## src/rtl/core/fmm_pkg.sv

```systemverilog
// shared types, constants and helpers of the matrix multiply block
`timescale 1ns / 1ps

package fmm_pkg;

  // default largest matrix dimension
  localparam int unsigned MaxDimDef = 8;

  // canonical quiet nan
  localparam logic [31:0] QuietNan = 32'h7FC0_0000;

  // configuration register indexes
  typedef enum logic [1:0] {
    CFG_ROW_COUNT   = 2'd0,
    CFG_INNER_COUNT = 2'd1,
    CFG_COL_COUNT   = 2'd2
  } cfg_idx_e;

  // datapath commands from the controller
  typedef struct packed {
    logic       wr_left;
    logic       wr_right;
    logic       clr_acc;
    logic       mul;
    logic       pk1;
    logic       pk2;
    logic       pk3_prod;
    logic       pk3_acc;
    logic       add1;
    logic       add2;
    logic       emit;
    logic       last;
    logic [2:0] row;
    logic [2:0] col;
  } fmm_cmd_t;

  // leading zero count of the 50-bit working word
  function automatic logic [5:0] lzc50(input logic [49:0] w);
    logic [5:0] n;
    n = 6'd50;
    for (int i = 0; i < 50; i++) begin
      if (w[i]) n = 6'(49 - i);
    end
    return n;
  endfunction

endpackage

```

## src/rtl/core/fmm_ctrl.sv

```systemverilog
// controller: configuration, load sequencing, loop counters and result handshake
`timescale 1ns / 1ps

module fmm_ctrl
  import fmm_pkg::*;
#(
  parameter int unsigned MaxDim = MaxDimDef,
  parameter int unsigned Depth  = MaxDim * MaxDim,
  parameter int unsigned AddrW  = (Depth > 1) ? $clog2(Depth) : 1
) (
  input  logic             clk_i,
  input  logic             rst_ni,
  input  logic             cfg_we_i,
  input  logic [1:0]       cfg_index_i,
  input  logic [3:0]       cfg_data_i,
  input  logic             element_valid_i,
  output logic             element_ready_o,
  output logic             result_valid_o,
  input  logic             result_ready_i,
  output fmm_cmd_t         cmd_o,
  output logic [AddrW-1:0] waddr_o,
  output logic [AddrW-1:0] raddr_a_o,
  output logic [AddrW-1:0] raddr_b_o
);

  localparam int unsigned PosW = $clog2(2 * Depth);
  localparam int unsigned LenW = PosW + 1;

  typedef enum logic [11:0] {
    ST_LOAD = 12'b0000_0000_0001,
    ST_READ = 12'b0000_0000_0010,
    ST_MUL  = 12'b0000_0000_0100,
    ST_PN1  = 12'b0000_0000_1000,
    ST_PN2  = 12'b0000_0001_0000,
    ST_PRND = 12'b0000_0010_0000,
    ST_ALGN = 12'b0000_0100_0000,
    ST_ADD  = 12'b0000_1000_0000,
    ST_SN1  = 12'b0001_0000_0000,
    ST_SN2  = 12'b0010_0000_0000,
    ST_SRND = 12'b0100_0000_0000,
    ST_OUT  = 12'b1000_0000_0000
  } state_e;

  state_e          state_q, state_d;
  logic [3:0]      row_cnt_q, inner_cnt_q, col_cnt_q;
  logic [PosW-1:0] pos_q, pos_d;
  logic [2:0]      row_q, row_d, col_q, col_d, k_q, k_d;
  logic            out_valid_q, out_valid_d;

  logic [3:0]      nr, nk, nc;
  logic [LenW-1:0] a_len, total, pos_eff, pos_nxt;
  logic            k_last, row_last, col_last, accept, emit_go;

  // clamp a dimension register to its working range
  function automatic logic [3:0] eff_dim(input logic [3:0] d);
    logic [3:0] r;
    r = d;
    if (d == 4'd0) r = 4'd1;
    else if (d > 4'(MaxDim)) r = 4'(MaxDim);
    return r;
  endfunction

  assign nr       = eff_dim(row_cnt_q);
  assign nk       = eff_dim(inner_cnt_q);
  assign nc       = eff_dim(col_cnt_q);
  assign a_len    = LenW'(nr) * LenW'(nk);
  assign total    = a_len + LenW'(nk) * LenW'(nc);
  assign pos_eff  = (LenW'(pos_q) >= total) ? '0 : LenW'(pos_q);
  assign pos_nxt  = pos_eff + LenW'(1);
  assign k_last   = ({1'b0, k_q} == nk - 4'd1);
  assign row_last = ({1'b0, row_q} == nr - 4'd1);
  assign col_last = ({1'b0, col_q} == nc - 4'd1);

  assign element_ready_o = (state_q == ST_LOAD);
  assign result_valid_o  = out_valid_q;
  assign accept          = element_ready_o && element_valid_i;
  assign emit_go         = (state_q == ST_OUT) && (!out_valid_q || result_ready_i);

  // store addresses
  logic [7:0] a_idx, b_idx;
  logic [LenW-1:0] w_idx;
  assign w_idx     = (pos_eff < a_len) ? pos_eff : pos_eff - a_len;
  assign a_idx     = 8'(row_q) * 8'(nk) + 8'(k_q);
  assign b_idx     = 8'(k_q) * 8'(nc) + 8'(col_q);
  assign waddr_o   = w_idx[AddrW-1:0];
  assign raddr_a_o = a_idx[AddrW-1:0];
  assign raddr_b_o = b_idx[AddrW-1:0];

  // configuration registers
  always_ff @(posedge clk_i or negedge rst_ni) begin
    if (!rst_ni) begin
      row_cnt_q   <= 4'd1;
      inner_cnt_q <= 4'd1;
      col_cnt_q   <= 4'd1;
    end else if (cfg_we_i) begin
      case (cfg_index_i)
        CFG_ROW_COUNT:   row_cnt_q   <= cfg_data_i;
        CFG_INNER_COUNT: inner_cnt_q <= cfg_data_i;
        CFG_COL_COUNT:   col_cnt_q   <= cfg_data_i;
        default: ;
      endcase
    end
  end

  // sequencer
  always_comb begin
    state_d     = state_q;
    pos_d       = pos_q;
    row_d       = row_q;
    col_d       = col_q;
    k_d         = k_q;
    out_valid_d = out_valid_q;
    cmd_o       = '0;
    cmd_o.row   = row_q;
    cmd_o.col   = col_q;
    cmd_o.last  = row_last && col_last;

    if (out_valid_q && result_ready_i) out_valid_d = 1'b0;

    case (state_q)
      ST_LOAD: begin
        if (cfg_we_i && (cfg_index_i inside {CFG_ROW_COUNT, CFG_INNER_COUNT, CFG_COL_COUNT}))
        begin
          pos_d = '0;
        end else if (accept) begin
          cmd_o.wr_left  = (pos_eff < a_len);
          cmd_o.wr_right = !(pos_eff < a_len);
          if (pos_nxt == total) begin
            pos_d         = '0;
            row_d         = '0;
            col_d         = '0;
            k_d           = '0;
            cmd_o.clr_acc = 1'b1;
            state_d       = ST_READ;
          end else begin
            pos_d = pos_nxt[PosW-1:0];
          end
        end
      end
      ST_READ: state_d = ST_MUL;
      ST_MUL: begin
        cmd_o.mul = 1'b1;
        state_d   = ST_PN1;
      end
      ST_PN1: begin
        cmd_o.pk1 = 1'b1;
        state_d   = ST_PN2;
      end
      ST_PN2: begin
        cmd_o.pk2 = 1'b1;
        state_d   = ST_PRND;
      end
      ST_PRND: begin
        cmd_o.pk3_prod = 1'b1;
        state_d        = ST_ALGN;
      end
      ST_ALGN: begin
        cmd_o.add1 = 1'b1;
        state_d    = ST_ADD;
      end
      ST_ADD: begin
        cmd_o.add2 = 1'b1;
        state_d    = ST_SN1;
      end
      ST_SN1: begin
        cmd_o.pk1 = 1'b1;
        state_d   = ST_SN2;
      end
      ST_SN2: begin
        cmd_o.pk2 = 1'b1;
        state_d   = ST_SRND;
      end
      ST_SRND: begin
        cmd_o.pk3_acc = 1'b1;
        if (k_last) begin
          state_d = ST_OUT;
        end else begin
          k_d     = k_q + 3'd1;
          state_d = ST_READ;
        end
      end
      ST_OUT: begin
        if (emit_go) begin
          cmd_o.emit    = 1'b1;
          cmd_o.clr_acc = 1'b1;
          out_valid_d   = 1'b1;
          k_d           = '0;
          if (row_last && col_last) begin
            state_d = ST_LOAD;
          end else begin
            state_d = ST_READ;
            if (col_last) begin
              col_d = '0;
              row_d = row_q + 3'd1;
            end else begin
              col_d = col_q + 3'd1;
            end
          end
        end
      end
      default: state_d = ST_LOAD;
    endcase
  end

  always_ff @(posedge clk_i or negedge rst_ni) begin
    if (!rst_ni) begin
      state_q     <= ST_LOAD;
      pos_q       <= '0;
      row_q       <= '0;
      col_q       <= '0;
      k_q         <= '0;
      out_valid_q <= 1'b0;
    end else begin
      state_q     <= state_d;
      pos_q       <= pos_d;
      row_q       <= row_d;
      col_q       <= col_d;
      k_q         <= k_d;
      out_valid_q <= out_valid_d;
    end
  end

  // datapath steps are issued one at a time
  a_one_step: assert property (@(posedge clk_i) disable iff (!rst_ni)
    $onehot0({cmd_o.mul, cmd_o.pk1, cmd_o.pk2, cmd_o.pk3_prod, cmd_o.pk3_acc,
              cmd_o.add1, cmd_o.add2, cmd_o.emit}))
    else $error("more than one datapath step issued");

  // a result is never written over one still waiting
  a_no_overwrite: assert property (@(posedge clk_i) disable iff (!rst_ni)
    cmd_o.emit |-> (!out_valid_q || result_ready_i))
    else $error("result register overwritten");

  // after the final element the block returns to loading
  a_last_reload: assert property (@(posedge clk_i) disable iff (!rst_ni)
    cmd_o.emit && cmd_o.last |=> element_ready_o && result_valid_o)
    else $error("no return to loading after the last element");

endmodule

```

## config.mk

```make
export PLATFORM = sky130hd
export DESIGN_NAME = fmm_ctrl
export DESIGN_NICKNAME = d
export VERILOG_FILES = /design/src/rtl/core/fmm_pkg.sv /design/src/rtl/core/fmm_ctrl.sv
export SDC_FILE = /design/constraint.sdc
export NUM_CORES = 1
export LEC_CHECK = 0
export BUFFER_PORTS_ARGS = -buffer_cell sky130_fd_sc_hd__buf_2
export CORE_ASPECT_RATIO = 0.6
export CORE_MARGIN = 2
export CORE_UTILIZATION = 47
export DETAILED_ROUTE_END_ITERATION = 12
export GPL_TIMING_DRIVEN = 1
export PLACE_DENSITY = 0.69
export SYNTH_ARGS = -nofsm -noshare
export SYNTH_HDL_FRONTEND = slang
export SYNTH_SLANG_ARGS = --single-unit
```

## constraint.sdc

```tcl
create_clock -name clk_i -period 11.7 [get_ports clk_i]
set_input_delay 0.585 -clock clk_i [delete_from_list [all_inputs] [get_ports clk_i]]
set_output_delay 0.585 -clock clk_i [all_outputs]
set_load 0.005 [all_outputs]
```

# Yosys cells after proc, flatten, opt, wreduce, memory -nomap -nowiden

Cells that the tools add are included.

Bits of input ports: 11
Register bits: 41

Equality and inequality tests: 25
Reductions and logical operators: 26
Mux-type cells: 49
Multipliers: 4
$add $sub $neg: 11
$lt $le $gt $ge: 5

Operators with widths:

| kind                                                  | count |
|---|---|
| one-hot mux 12 bit (12 select lines)                  | 1 |
| 2-to-1 mux 12 bit                                     | 5 |
| 2-to-1 mux 3 bit                                      | 13 |
| 2-to-1 mux 7 bit                                      | 4 |
| 2-to-1 mux 4 bit                                      | 6 |
| multiplier 4 x 4 -> 8 bit                             | 2 |
| 2-to-1 mux 1 bit                                      | 13 |
| adder 6 x 3 -> 6 bit                                  | 2 |
| equality test 12 x 1 -> 1 bit, second input constant  | 1 |
| equality test 12 x 10 -> 1 bit, second input constant | 1 |
| equality test 12 x 11 -> 1 bit, second input constant | 1 |
| equality test 12 bit, second input constant           | 1 |
| equality test 12 x 2 -> 1 bit, second input constant  | 1 |
| equality test 12 x 3 -> 1 bit, second input constant  | 1 |
| equality test 12 x 4 -> 1 bit, second input constant  | 1 |
| equality test 12 x 5 -> 1 bit, second input constant  | 1 |
| equality test 12 x 6 -> 1 bit, second input constant  | 1 |
| equality test 12 x 7 -> 1 bit, second input constant  | 1 |
| equality test 12 x 8 -> 1 bit, second input constant  | 1 |
| equality test 12 x 9 -> 1 bit, second input constant  | 1 |
| equality test 3 x 4 -> 1 bit                          | 3 |
| > comparator 4 bit, second input constant             | 3 |
| logical NOT 4 bit                                     | 3 |
| multiplier 3 x 4 -> 6 bit                             | 2 |
| 28 further kinds                                      | 51 |

# Longest topological paths before layout

Gate-level depths: netlist of run 1.

Depth after elaboration: 13
Gate-level depth with buffers: 37
Depth with buffers taken out: 35

# Worst setup path after synthesis of run 1

No wires, ideal clock.

Path kind: reg-to-output
Start point: register inner_cnt_q[3]
End point: output port cmd_o[15] (netlist bit)
Data required time: 11115 ps
Slack: 3474 ps
Arrival: 7641 ps
Stages on the path, launching flop included: 33
Cells stage by stage: dfrtp_1 > clkbuf_1 > inv_1 > nand2_1 > or2_2 > fa_1 > inv_1 > fa_1 > fa_1 > a21o_1 > a21oi_1 > xor2_1 > fa_1 > inv_1 > ha_1 > nor2b_1 > a221o_1 > a211oi_2 > ha_1 > a21oi_1 > or3_1 > clkbuf_1 > and2_1 > ha_1 > nand2_1 > nor2_1 > xor2_1 > and2_1 > or3_1 > mux2_4 > or3b_1 > nor2_1 > or2_2

RTL lines:

| item                     | line           | source |
|---|---|---|
| start: declaration       | fmm_ctrl.sv:45 | `logic [3:0] row_cnt_q, inner_cnt_q, col_cnt_q;` |
| start signal: assignment | fmm_ctrl.sv:98 | `CFG_INNER_COUNT: inner_cnt_q <= cfg_data_i;` |
| end: declaration         | fmm_ctrl.sv:20 | `output fmm_cmd_t cmd_o,` |

==> run_results.csv, run 1 <==
group,metric,value,unit
run_status,outcome,"finished, final reports clean",
clocking,cts.sinks,41,
synthesis,syn-instance-count,559,
synthesis,synthTopCellsByArea,"dfrtp_1, ha_1, fa_1",
global_routing,met3_usage,0.03846,
synthesis,syn_nets,660,
clocking,cts_root_buf,"clkbuf_16",
run,max-cap-violations,0,
worst_setup_path,cp_num_buf_inv,4,
placement,io_buffers,48,
worst_setup_path,startpoint,"inner_cnt_q[3]$_DFFE_PN0P_",
worst_setup_path,crit_cells,30,
synthesis,synth_top_cell_by_area,"dfrtp_1",
hold_path,hp-class,"input port to async pin",
drt,postRouteAntennaNets,0,
die,rows,28,
pwr,p_per_area,178.8,nW/um^2
timing,fin_ws,2.086,ns
timing,slew_headroom,0.3882,
drt,drtIter0Drc,239,
worst_setup_path,crit_type,"flip-flop to primary output",
worst_setup_path,endpoint,"cmd_o[15]",
clocking,insertion_delay,0.29,ns
cells_and_area,drive_gt1_frac,0.1457,
die,die_x,135.2,um
die,dieArea,11180,um^2
timing,final-hold-violation-count,0,
synthesis,synth_top_cells_by_count,"ha_1, inv_1, nor2_1",
timing,skew,0.006090,ns
synthesis,yosysMostFrequentCell,"ha_1",
timing,worst_slew_pin_slew,0.9177,ns
global_routing,met2_usage,0.3482,
timing,setup_viol,0,
global_routing,grt_pass1_wl,20.01,mm
drt,vias,4157,
timing,grt_setup_unrepaired,"false",
worst_setup_path,cpMostUsedCell,"fa_1",
die,ios,49,
placement,dp.final_hpwl,9.742,mm
clocking,cts_buffers,5,
pwr,total_power,963.2,uW
worst_setup_path,cpPeakStageDelay,0.53,ns
clocking,cts_setup_buffers,0,
drt,route.detailed.drc,0,
worst_setup_path,timing.rr.start,"inner_cnt_q[3]$_DFFE_PN0P_",
timing,post-route-min-period,9.614,ns
timing,slew_viol_final,0,
synthesis,synthFlopType,"dfrtp_1",
clocking,h-tree-depth,2,
synthesis,synth-async-reset-ratio,1.000,
placement,place_congestion,0.9547,
drt,wire_per_inst,16.06,um
clocking,cts_hold_buf,0,
worst_setup_path,ff2ff_path_depth,29,
synthesis,synth_warnings,0,
cells_and_area,area_delta_synth_final,10.95,%
clocking,ctsResizeCount,0,
global_routing,grt.overflow.total,0,
synthesis,synth_edf_count,0,
global_routing,busiest_layer,"met2",
worst_setup_path,cp-end-kind,"primary output",
die,start_util,0.4879,
global_routing,met1_usage,0.3464,
die,die_h,82.73,um
timing,post-route-period-util,0.8217,
worst_setup_path,cp.arrival,9.03,ns
pwr,p_leak,2.814,nW
synthesis,synth_top_area_frac,0.1907,
timing,hold_slack,0.4363,ns
placement,pre_cts_slack,2.605,ns
drt,post_drt_via_cell_ratio,5.625,
synthesis,synth_seq_cells,41,
cells_and_area,fin_nets,704,
cells_and_area,fillers,930,
cells_and_area,antenna_cells,0,
worst_setup_path,critPathTopFamily,"adder cells",
timing,max_freq,0.1040,GHz
synthesis,yosysSeqAreaShare,0.2124,
worst_setup_path,worst-path-max-fanout,12,
global_routing,grt_pass1_vias,4032,
clocking,cts_tree,"built",
worst_setup_path,crit_required,11.12,ns
placement,dpl.cell_count,731,
drt,drt-total-wl,11.87,mm
clocking,clkTransAtPathRegs,0.06,ns
worst_setup_path,rrSetupSlack,2.80,ns
synthesis,synth.distinct_cells,63,
global_routing,grt_antenna_before_repair,0,
worst_setup_path,cp-start-kind,"flip-flop",
synthesis,syn_avg_cell_area,8.685,um^2
worst_setup_path,cpMaxStageDelayCell,"fa_1",
worst_setup_path,regToRegEndpoint,"col_q[0]$_DFFE_PN0P_",
global_routing,grt_max_degree,42,
pwr,ir_drop,0.1316,mV
drt,dr.pass1.iters,5,
clocking,clock_path_buffers,2,
die,coreArea,9950,um^2
cells_and_area,layout.cells.non_filler,739,
global_routing,grt_use_total,0.2291,
timing,fin_tns_setup,0,ns
synthesis,synth.cell_area,4855,um^2
[sequential cells by signal, indices dropped and copies added (netlist names)]
register,flops
pos_q,7
state_q,12
result_valid_o,1
row_cnt_q,4
col_q,3
row_q,3
k_q,3
inner_cnt_q,4
col_cnt_q,4
[power by group]
part           internal (mW)  leakage [nW]  switching, mW
clock                  0.100        0.0808         0.0559
sequential             0.165         0.527         0.0285
combinational          0.257          2.21          0.356
total                  0.522          2.81          0.441
[per-layer routing]
metal	routed length (um)	up-vias
li1	-	2006
met1	6199	2006
met2	4914	134
met3	676	11
met4	82	0
met5	0	-
[area by class of cell]
type | instances | area (um^2) | area share
Sequential cell | 41 | 1031 | 0.1914
Inverter | 60 | 225.2 | 0.04181
Timing Repair Buffer | 48 | 240.2 | 0.04460
Multi-Input combinational cell | 447 | 3557 | 0.6604
Clock inverter | 2 | 35.03 | 0.006504
Clock buffer | 6 | 128.9 | 0.02393
Tap cell | 135 | 168.9 | 0.03136
[how the worst min path moves through the flow]
stage / to / slack [ns]
floorplan: col_cnt_q[1]$_DFFE_PN0P_ / 0.29
global placement: state_q[6]$_DFFE_PN0P_ / 0.50
detailed placement: state_q[10]$_DFFE_PN0P_ / 0.50
CTS: k_q[0]$_DFFE_PN0P_ / 0.46
global route: k_q[0]$_DFFE_PN0P_ / 0.51
finish: k_q[0]$_DFFE_PN0P_ / 0.44
[through the flow]
stage	utilization	instance area, um^2
2_1_floorplan	-	4855
3_3_place_gp	0.5249	5223
3_5_place_dp	0.5249	5223
4_1_cts	0.5414	5386
5_1_grt	0.5414	5386
6_report	0.5414	5386
[cells by family after synthesis]
group,after synthesis,synth area share
AOI/OAI and AO/OA,90,0.1258
xor gates and xnor gates,39,0.07036
adders and majority gates,90,0.2660
buffers and inverters,71,0.05490
DFF,41,0.2124
muxes,20,0.04639
and+or+nand+nor,208,0.2242
[layout by cell type, fill, tap and decap left out, types with 2 or more instances in the layout]
| cell | synthesis | layout |
|---|---|---|
| a211oi_2 | 2 | 2 |
| a21boi_0 | 2 | 2 |
| a21o_1 | 13 | 13 |
| a21oi_1 | 22 | 22 |
| a221oi_1 | 2 | 2 |
| a22o_1 | 3 | 3 |
| a31oi_1 | 4 | 4 |
| a32o_1 | 2 | 2 |
| and2_1 | 20 | 20 |
| buf_2 | 0 | 48 |
| clkbuf_16 | 0 | 5 |
| dfrtp_1 | 37 | 37 |
| dfstp_2 | 4 | 4 |
| fa_1 | 22 | 22 |
| ha_1 | 68 | 68 |
| inv_1 | 59 | 59 |
| mux2_2 | 16 | 16 |
| mux2i_1 | 3 | 3 |
| nand2_1 | 51 | 51 |
| nand2b_1 | 7 | 7 |
| nand3_1 | 11 | 11 |
| nand3b_1 | 3 | 3 |
| nand4b_1 | 3 | 3 |
| nor2_1 | 53 | 53 |
| nor2b_1 | 13 | 13 |
| nor3_1 | 5 | 5 |
| nor3b_1 | 19 | 19 |
| nor4_1 | 3 | 3 |
| o2111ai_1 | 2 | 2 |
| o21a_1 | 3 | 3 |
| o21ai_0 | 18 | 18 |
| o21ai_1 | 2 | 2 |
| o31a_1 | 2 | 2 |
| or2_2 | 5 | 5 |
| or3_1 | 3 | 3 |
| xnor2_1 | 21 | 21 |
| xor2_1 | 18 | 18 |
Power figures use the tool's default switching activity.
==> run 2, diff against run 1 <==
Settings changed: ABC_AREA set to 1, PLACE_DENSITY 0.69 to 0.71.
Clock period 11.7 ns to 8.3 ns, I/O delays scaled along.
==> run_results.csv, run 2 <==
group,metric,value,unit
cells_and_area,utilization,0.5498,
pwr,ir_drop,0.1121,mV
clocking,h-tree-depth,2,
pwr,p_int,625.0,uW
drt,drtIter0Drc,321,
synthesis,syn-instance-count,680,
synthesis,synth_top_cell_by_area,"dfrtp_1",
cells_and_area,fin_nets,834,
timing,final-hold-violation-count,0,
timing,skew,0.006528,ns
synthesis,synth_xor_area_frac,0.06712,
timing,post-route-min-period,7.803,ns
worst_setup_path,timing.rr.start,"inner_cnt_q[2]$_DFFE_PN0P_",
cells_and_area,mostFrequentLayoutCells,"inv_1, nand2_1, ha_1, nor2_1, buf_2",
drt,route.detailed.drc,0,
pwr,swShare,0.4788,
timing,hold_slack,0.2637,ns
drt,vias,4540,
synthesis,syn_avg_cell_area,7.264,um^2
timing,worst_slew_pin_slew,0.9225,ns
placement,dp.final_hpwl,9.879,mm
worst_setup_path,startpoint,"inner_cnt_q[2]$_DFFE_PN0P_",
global_routing,grt_pass1_wl,20.47,mm
timing,setup_viol,0,
hold_path,hp-class,"input port to async pin",
drt,wl_met1,5.972,mm
drt,postRouteAntennaNets,0,
synthesis,synth_top_family_by_area,"simple AND/OR/NAND/NOR gates",
cells_and_area,largest_reg_flops,12,
worst_setup_path,crit_type,"flip-flop to primary output",
synthesis,yosysSeqAreaShare,0.2087,
drt,wire_per_inst,13.96,um
synthesis,synth_seq_cells,41,
run_status,outcome,"finished, final reports clean",
drt,drt-total-wl,12.13,mm
drt,wl_met3,752,um
synthesis,yosysMostFrequentCell,"inv_1",
die,ios,49,
worst_setup_path,regToRegEndpoint,"row_q[1]$_DFFE_PN0P_",
worst_setup_path,crit_required,7.89,ns
synthesis,syn_nets,781,
die,coreArea,10050,um^2
synthesis,synth.distinct_cells,41,
global_routing,grt.overflow.total,0,
placement,pre_cts_slack,0.6358,ns
die,rows,28,
pwr,seq_power_share,0.206,
worst_setup_path,cpMostUsedCell,"nand2_1",
synthesis,synth_mux_area_frac,0,
drt,post_drt_via_cell_ratio,5.224,
worst_setup_path,cpPeakStageDelay,0.56,ns
drt,dr.pass1.iters,7,
timing,post-route-period-util,0.9402,
cells_and_area,mostFrequentLayoutCell,"inv_1",
pwr,p_per_area,216.9,nW/um^2
clocking,cts_hold_buf,0,
global_routing,grt_antenna_before_repair,0,
clocking,insertion_delay,0.28,ns
synthesis,synth_adder_area_share,0.2614,
run,max-cap-violations,0,
die,die_x,136.4,um
die,dieArea,11370,um^2
timing,fin_tns_setup,0,ns
clocking,clock_path_buffers,2,
synthesis,synth_top_cells_by_count,"inv_1, nand2_1, ha_1",
worst_setup_path,cp.arrival,7.39,ns
worst_setup_path,worst-path-max-fanout,14,
synthesis,synth_simple_gate_area_frac,0.2837,
worst_setup_path,cp-end-kind,"primary output",
global_routing,grt_use_total,0.2225,
cells_and_area,drive_gt1_frac,0.1403,
synthesis,synth-async-reset-ratio,1.000,
synthesis,synth_warnings,0,
pwr,combPwrFrac,0.614,
synthesis,synthFlopType,"dfrtp_1",
drt,met2WireLength,5.305,mm
clocking,cts_buffers,5,
synthesis,synth_top_area_frac,0.1874,
clocking,cts.sinks,41,
placement,place_congestion,0.9479,
timing,fin_ws,0.4966,ns
cells_and_area,area_delta_synth_final,11.90,%
drt,routed.top_layer,"met4",
synthesis,synth_edf_count,0,
pwr,p_leak,3.238,nW
worst_setup_path,cp-start-kind,"flip-flop",
cells_and_area,top_regs,"state_q (12), pos_q (7)",
global_routing,grt_max_degree,42,
worst_setup_path,rrSetupSlack,1.19,ns
die,start_util,0.4913,
die,die_h,83.41,um
clocking,clkTransAtPathRegs,0.06,ns
worst_setup_path,cpMaxStageDelayCell,"fa_1",
cells_and_area,largest_register,"state_q",
pwr,total_power,1.199,mW
timing,slew_viol_final,0,
worst_setup_path,endpoint,"waddr_o[3]",
pwr,p_switching,574.1,uW
synthesis,synth_compound_area_frac,0.05876,
synthesis,synth.cell_area,4940,um^2
synthesis,synthTopCellsByArea,"dfrtp_1, ha_1, inv_1",
placement,io_buffers,48,
timing,slew_headroom,0.3850,
clocking,cts_tree,"built",
clocking,cts_root_buf,"clkbuf_16",
timing,max_freq,0.1281,GHz
global_routing,grt_pass1_vias,4304,
cells_and_area,antenna_cells,0,
pwr,clkPwrFrac,0.180,
worst_setup_path,ff2ff_path_depth,36,
-- run 2: kinds of logic (layout without fill, tap and decap cells) --
family / after synthesis / in the layout
buffers and inverters: 153 / 207
adder cells (fa/ha/maj): 90 / 90
AO/OA/AOI/OAI: 52 / 52
AND/OR/NAND/NOR: 307 / 307
XOR/XNOR: 37 / 37
flip-flops: 41 / 41
-- run 2: worst min-delay path by stage --
stage / endpoint / cells after the start
floorplan: col_cnt_q[1]$_DFFE_PN0P_ / 0
global placement: state_q[9]$_DFFE_PN0P_ / 1
detailed placement: state_q[9]$_DFFE_PN0P_ / 1
CTS: pos_q[0]$_DFFE_PN0P_ / 1
global route: state_q[3]$_DFFE_PN0P_ / 1
finish: pos_q[0]$_DFFE_PN0P_ / 1
-- run 2: metrics by stage --
stage               area [um^2]  instances
floorplan                  4940        680
global placement           5310        857
detailed placement         5310        857
CTS                        5474        865
global route               5528        869
finish                     5528        869
-- run 2: cell type report --
cell class	instances	area, um^2
fill	950	4527
multi-input combinational	486	3334
sequential	41	1031
inverter	146	551.8
timing repair buffer	52	270.3
tap	135	168.9
clock buffer	6	128.9
clock inverter	2	35.03
timing repair inverter	1	7.507
-- run 2: layer usage --
metal,up-vias,GRT usage
li1,2244,-
met1,2132,0.3297
met2,154,0.3476
met3,10,0.03419
met4,0,0.03314
met5,-,0
-- run 2: power by group through the flow --
stage | sequential [mW] | clock (mW) | combinational [mW]
final | 0.247 | 0.216 | 0.736
after global routing | 0.250 | 0.231 | 0.831
after CTS | 0.245 | 0.219 | 0.702
after detailed placement | 0.248 | 0 | 0.693
after global placement | 0.248 | 0 | 0.675
after floorplan | 0.239 | 0 | 0.547
-- run 2: timing repair --
item,in CTS,in global routing
setup buffers,0,3
endpoints found under the setup margin,0,9
resized for setup,0,8
endpoints found under the hold margin,0,0
-- run 2: worst max-delay path, delay by kind of cell, from the launching register on --
family | cells | cell delay [ns]
XOR/XNOR | 1 | 0.20
adder cells (fa/ha/maj) | 8 | 3.28
buffers and inverters | 7 | 0.62
flip-flops | 1 | 0.40
AO/OA/AOI/OAI | 7 | 1.02
AND/OR/NAND/NOR | 13 | 1.59
==> run 3, diff against run 2 <==
Settings changed: REMOVE_ABC_BUFFERS set to 1.
==> run_results.csv, run 3 (synthesis gave the netlist of run 2 again) <==
group,metric,value,unit
cells_and_area,area_delta_synth_final,12.26,%
drt,route.detailed.drc,0,
drt,vias,4467,
clocking,cts_hold_buf,0,
clocking,cts_tree,"built",
cells_and_area,mostFrequentLayoutCell,"inv_1",
placement,io_buffers,48,
timing,worst_slew_pin_slew,1.047,ns
worst_setup_path,cpMostUsedCell,"nand2_1",
drt,postRouteAntennaNets,0,
cells_and_area,utilization,0.5515,
placement,dp.final_hpwl,9.849,mm
drt,drtIter0Drc,288,
global_routing,grt.overflow.total,0,
timing,grt_setup_unrepaired,"false",
hold_path,hp-class,"input port to async pin",
clocking,clock_path_buffers,2,
timing,skew,0.006146,ns
timing,final-hold-violation-count,0,
die,rows,28,
placement,place_congestion,0.9621,
cells_and_area,top_regs,"state_q (12), pos_q (7)",
timing,slew_headroom,0.2999,
global_routing,grt_use_total,0.2253,
pwr,p_leak,3.245,nW
die,die_x,136.4,um
run,max-cap-violations,0,
timing,max_freq,0.1277,GHz
timing,fin_ws,0.4685,ns
worst_setup_path,crit_type,"flip-flop to primary output",
worst_setup_path,cpPeakStageDelay,0.56,ns
clocking,h-tree-depth,2,
die,start_util,0.4913,
die,ios,49,
die,die_h,83.41,um
worst_setup_path,cp.arrival,7.42,ns
run_status,outcome,"finished, final reports clean",
timing,slew_viol_final,0,
die,coreArea,10050,um^2
worst_setup_path,cp-end-kind,"primary output",
clocking,cts.sinks,41,
global_routing,grt_pass1_vias,4377,
cells_and_area,drive_gt1_frac,0.1417,
clocking,cts_root_buf,"clkbuf_16",
clocking,insertion_delay,0.28,ns
global_routing,grt_max_degree,42,
cells_and_area,fillers,971,
die,dieArea,11370,um^2
timing,fin_tns_setup,0,ns
timing,post-route-period-util,0.9435,
worst_setup_path,worst-path-max-fanout,14,
pwr,p_per_area,217.9,nW/um^2
worst_setup_path,cpMaxStageDelayCell,"fa_1",
drt,dr.pass1.iters,5,
placement,pre_cts_slack,0.5894,ns
cells_and_area,antenna_cells,0,
global_routing,grt_pass1_wl,20.98,mm
cells_and_area,mostFrequentLayoutCells,"inv_1, nand2_1, ha_1, nor2_1, buf_2",
timing,setup_viol,0,
cells_and_area,fin_nets,834,
worst_setup_path,crit_required,7.89,ns
cells_and_area,largest_register,"state_q",
cells_and_area,largest_reg_flops,12,
pwr,total_power,1.208,mW
drt,post_drt_via_cell_ratio,5.140,
drt,drt-total-wl,11.94,mm
timing,post-route-min-period,7.831,ns
global_routing,grt_antenna_before_repair,0,
clocking,cts_buffers,5,
drt,wire_per_inst,13.74,um
clocking,clkTransAtPathRegs,0.06,ns
pwr,ir_drop,0.1489,mV
worst_setup_path,cp-start-kind,"flip-flop",
==> run 3: cell type report <==
cell class | count | area (um^2) | area share
flip-flops and latches | 41 | 1031 | 0.1859
well taps | 135 | 168.9 | 0.03046
repair buffers | 52 | 270.3 | 0.04874
inverters | 146 | 551.8 | 0.09950
clock inverters | 2 | 37.54 | 0.006769
multi-input cells | 486 | 3339 | 0.6022
clock buffers | 6 | 138.9 | 0.02505
repair inverters | 1 | 7.507 | 0.001354
==> run 3: what timing repair did <==
| action | CTS | global route |
|---|---|---|
| setup buffers | 0 | 3 |
| resized for setup | 0 | 8 |
| hold endpoints to repair | 0 | 0 |
| setup endpoints to repair | 0 | 8 |
==> run 3: per-stage QoR <==
step / hold slack, ns / std cells / cell area (um^2)
5_1_grt: 0.3225 / 869 / 5545
3_5_place_dp: 0.4740 / 857 / 5310
4_1_cts: 0.2940 / 865 / 5487
2_1_floorplan: 0.1194 / 673 / 4893
6_report: 0.2589 / 869 / 5545
3_3_place_gp: 0.4658 / 857 / 5310
==> run 3: path summary, 6_finish.rpt <==
check,slack [ns],start,to,cells past startpoint
max,0.47,inner_cnt_q[2]$_DFFE_PN0P_,waddr_o[5],36
min,0.26,rst_ni,pos_q[6]$_DFFE_PN0P_,1
max reg2reg,1.16,inner_cnt_q[2]$_DFFE_PN0P_,row_q[0]$_DFFE_PN0P_,35
min reg2reg,0.49,col_cnt_q[1]$_DFFE_PN0P_,col_cnt_q[1]$_DFFE_PN0P_,2
max in group asynchronous,7.45,rst_ni,inner_cnt_q[1]$_DFFE_PN0P_,1
min in group clk_i,0.42,cfg_data_i[0],row_cnt_q[0]$_DFFE_PN1P_,3
==> run 3: critical path, delay by kind of cell, from the launching register on <==
| family | cells | cell delay, ns |
|---|---|---|
| buffers and inverters | 7 | 0.62 |
| flip-flops | 1 | 0.39 |
| XOR/XNOR | 1 | 0.21 |
| adder cells (fa/ha/maj) | 8 | 3.34 |
| AND/OR/NAND/NOR | 13 | 1.55 |
| AO/OA/AOI/OAI | 7 | 1.03 |
==> run 3: routing by layer <==
layer	global-route usage	routed length, um	vias to the layer above
met3	0.02503	615	4
met5	0	0	-
li1	-	-	2245
met2	0.3358	5006	132
met4	0.02936	40	0
met1	0.3551	6282	2086
==> run 3: power by group <==
part	leakage, nW	internal, mW	switching [mW]
registers	0.542	0.223	0.0256
clock network	0.0831	0.150	0.0763
logic	2.62	0.261	0.473
total	3.24	0.634	0.574
